## config.mk

```make
export PLATFORM = sky130hd
export DESIGN_NAME = nae_ram
export DESIGN_NICKNAME = d
export VERILOG_FILES = /design/src/rtl/core/nae_ram.sv
export SDC_FILE = /design/constraint.sdc
export NUM_CORES = 2
export LEC_CHECK = 0
export BUFFER_PORTS_ARGS = -buffer_cell sky130_fd_sc_hd__buf_2
export CAP_MARGIN = 25
export CORE_MARGIN = 2
export CORE_UTILIZATION = 30
export CTS_BUF_LIST = sky130_fd_sc_hd__clkbuf_4
export DETAILED_ROUTE_END_ITERATION = 8
export SETUP_SLACK_MARGIN = 0.5
export SLEW_MARGIN = 20
export SYNTH_ARGS = -nofsm -noshare
export SYNTH_HDL_FRONTEND = slang
export SYNTH_SLANG_ARGS = --single-unit
export TNS_END_PERCENT = 5
```

## constraint.sdc

```tcl
create_clock -name i_clk -period 2.1 [get_ports i_clk]
set_input_delay 0.105 -clock i_clk [delete_from_list [all_inputs] [get_ports i_clk]]
set_output_delay 0.105 -clock i_clk [all_outputs]
set_load 0.05 [all_outputs]
```

## src/rtl/core/nae_ram.sv

```systemverilog
// Generic single-port-write, single-port-read RAM with registered read data.
// No dependencies.
module nae_ram #(
    parameter int WIDTH = 16,
    parameter int DEPTH = 256
) (
    input  logic                     i_clk,
    input  logic                     i_we,
    input  logic [$clog2(DEPTH)-1:0] i_waddr,
    input  logic [WIDTH-1:0]         i_wdata,
    input  logic [$clog2(DEPTH)-1:0] i_raddr,
    output logic [WIDTH-1:0]         o_rdata
);
    logic [WIDTH-1:0] mem [DEPTH];

    always_ff @(posedge i_clk) begin
        if (i_we) begin
            mem[i_waddr] <= i_wdata;
        end
        o_rdata <= mem[i_raddr];
    end
endmodule

```

==> flow_summary_export.csv <==
group,metric,value,unit
finish,multi_input_area,0.0344,mm²
route,post_drt_wl_per_cell,27.0,µm
yosys,asyncSetResetFlopFracSynth,0,
place,io_buffers,49,
clock_network,cts.sinks,4112,
route,vias,86700,
floorplanning,placementRows,267,
timing,fin_crit_sh,1.30,
power,sequentialPowerShare,0.538,
power,swShare,0.227,
timing,finalWorstSetupSlack,-620,ps
clock_network,cts_tree,"yes",
floorplanning,io_pins,50,
yosys,syn_avg_cell_area,21.6,µm²
critical_path,cp-end-kind,"flip-flop",
floorplanning,coreArea,0.528,mm²
route,routed_wl,458000,µm
power,internal_power,130,mW
flow_run,drv_cap,0,
yosys,synth-edff-count,4096,
yosys,synth_nets,7394,
floorplanning,start_util,0.301,
power,combPwrFrac,0.065,
critical_path,cp_max_fo,25,
timing,rsz0062_at_grt,"true",
place,placed_cell_area,0.179,mm²
global_routing,grt_max_degree,118,
timing,setup_tns,-10790,ps
floorplanning,die-width,731,µm
global_routing,grt_pass1_wl,645000,µm
floorplanning,die-area,0.535,mm²
route,drtIter0Drc,10800,
timing,hold_violations,0,
critical_path,worstSetupPathType,"in -> reg",
global_routing,overflow,0,
route,firstDrtPassIters,5,
run_status,violations,"negative setup slack",
finish,finish.instance_area,0.195,mm²
clock_network,clock-root-buffer,"clkbuf_4",
global_routing,grt_pass1_vias,88300,
finish,synthToLayoutAreaGrowth,22.8,%
timing,layout_min_cycle_time,2720,ps
route,remaining_drc_errors,0,
yosys,ys_seq_area_frac,0.777,
min_path,hold_class,"in -> reg",
power,peakVddDrop,0.543,mV
clock_network,worstSkewPairLatency,1730,ps
power,pwr-share-clk,0.397,
timing,slew_headroom,0.137,
clock_network,clockBufferDepth,5,
global_routing,grt_usage,0.169,
timing,fmax,0.368,GHz
route,vias_per_cell,5.11,
place,gp_congestion,0.874,
finish,register_area,0.123,mm²
critical_path,cp.arrival,4240,ps
finish,final_common_cell,"edfxtp_1",
yosys,synth_seq_cells,4112,
power,p_switching,38.2,mW
critical_path,worstPathRequired,3620,ps
place,hpwl,285000,µm
timing,worst_pin_slew,1280,ps
yosys,ys.warnings.count,0,
power,power.leakage,63.5,nW
clock_network,clkTransAtPathRegs,70,ps
timing,drv_slew,0,
finish,nets,9335,
floorplanning,fp.dieH,731,µm
critical_path,startpoint_type,"input port",
finish,mostFrequentLayoutCells,"edfxtp_1 (4096), clkbuf_4 (1558), mux4_2 (797)",
clock_network,cts_buffers,1126,
timing,setup_viol,32,
finish,fillers,48100,
yosys,syn_inst,7360,
finish,drive_gt1_frac,0.400,
timing,fin_skew,141,ps
yosys,ys_types,52,
yosys,synth.cell_area,0.159,mm²
global_routing,antenna_found_initial,31,
route,drtAntennaViolNets,0,
yosys,synth_ff_type,"edfxtp_1",
power,powerDensity,865,mW/mm²
run_status,run_status,"complete, but fails checks",
clock_network,htreeDepth,7,
==> cell families (layout without fill, tap and decap cells) <==
| kind of cell | count (synthesis) | after routing | share of synthesized area |
|---|---|---|---|
| other | 0 | 23 | 0 |
| AO/OA/AOI/OAI | 786 | 786 | 0.0354 |
| flip-flops | 4112 | 4112 | 0.777 |
| multiplexers | 1450 | 1450 | 0.155 |
| AND/OR/NAND/NOR | 556 | 556 | 0.0157 |
| buffers and inverters | 456 | 3039 | 0.0169 |
==> worst max-delay path, stage by stage <==
cell	delay [ps]
buf_8	200
dlygate4sd3_1	1170
buf_12	240
buf_12	200
dlygate4sd3_1	710
mux4_2	240
o22ai_1	80
o31ai_1	630
o32ai_4	310
nor4_2	230
==> per-stage QoR <==
| step | cells | setup slack, ps | total power [mW] | hold slack (ps) | util |
|---|---|---|---|---|---|
| global route | 17000 | -576 | 175 | -32.9 | 0.369 |
| floorplan | 7360 | -0.470 | 97.0 | 204 | - |
| global placement | 15100 | -1800 | 102 | 471 | 0.340 |
| finish | 17000 | -620 | 169 | 19.7 | 0.369 |
| CTS | 16900 | -589 | 170 | -97.0 | 0.368 |
| detailed placement | 15100 | -1740 | 103 | 484 | 0.340 |
==> metal layers <==
metal	vias up	track usage	share of wire
li1	35900	-	-
met5	-	0	0.000024
met4	2	0.0733	0.035
met1	45600	0.227	0.41
met3	742	0.0359	0.084
met2	4457	0.266	0.47
==> flip-flops by register name, indices dropped and copies added, names as in the netlist <==
register,count
o_rdata,16
mem,4096
==> worst paths after layout <==
kind,end,slack (ps),cells past startpoint,start
setup / recovery,o_rdata[13],-620,10,i_raddr[1]
hold reg to reg,o_rdata[14],1060,6,mem[192][14]
hold / removal,o_rdata[14],20,10,i_raddr[1]
setup reg to reg,o_rdata[6],-570,6,mem[18][6]
==> repair_timing <==
action,in CTS,in global routing
pin swaps,8,30
gates resized for setup,164,57
buffers inserted,0,1
hold endpoints to repair,8208,2
endpoints found under the setup margin,32,1060
hold buffers,106,3
==> final cells by class <==
| cell class | count | share of cell area |
|---|---|---|
| repair buffers | 1265 | 0.0789 |
| multi-input cells | 2792 | 0.177 |
| inverters | 4 | 0.000141 |
| well taps | 6994 | 0.0449 |
| clock inverters | 213 | 0.00616 |
| diodes | 23 | 0.000295 |
| clock buffers | 1557 | 0.0600 |
| flip-flops and latches | 4112 | 0.633 |
==> synth_stat cells, types with 20 or more instances <==
cell	count	area share
nand2_1	38	0.00090
a21oi_1	175	0.0055
buf_2	76	0.0024
mux2_2	88	0.0062
nor2_1	304	0.0072
nor3_1	92	0.0029
mux2i_1	565	0.036
a22oi_1	43	0.0020
buf_4	26	0.0012
edfxtp_1	4096	0.77
o22ai_1	148	0.0058
mux4_2	797	0.11
o21ai_0	37	0.0012
clkbuf_1	230	0.0054
nand4_1	26	0.0010
a221oi_1	28	0.0015
buf_6	77	0.0055
a22o_1	32	0.0018
buf_1	27	0.00064
o221ai_1	252	0.014
nand3_1	35	0.0011
o32ai_1	20	0.0011
==> power by group through the flow <==
stage	logic [mW]	registers (mW)	clock network (mW)
global route	11.4	90.6	72.8
detailed placement	10.2	92.4	0
finish	11.0	90.7	67.0
global placement	10.0	92.3	0
CTS	10.8	90.6	68.7
floorplan	4.56	92.5	0
Power figures use the tool's default switching activity.
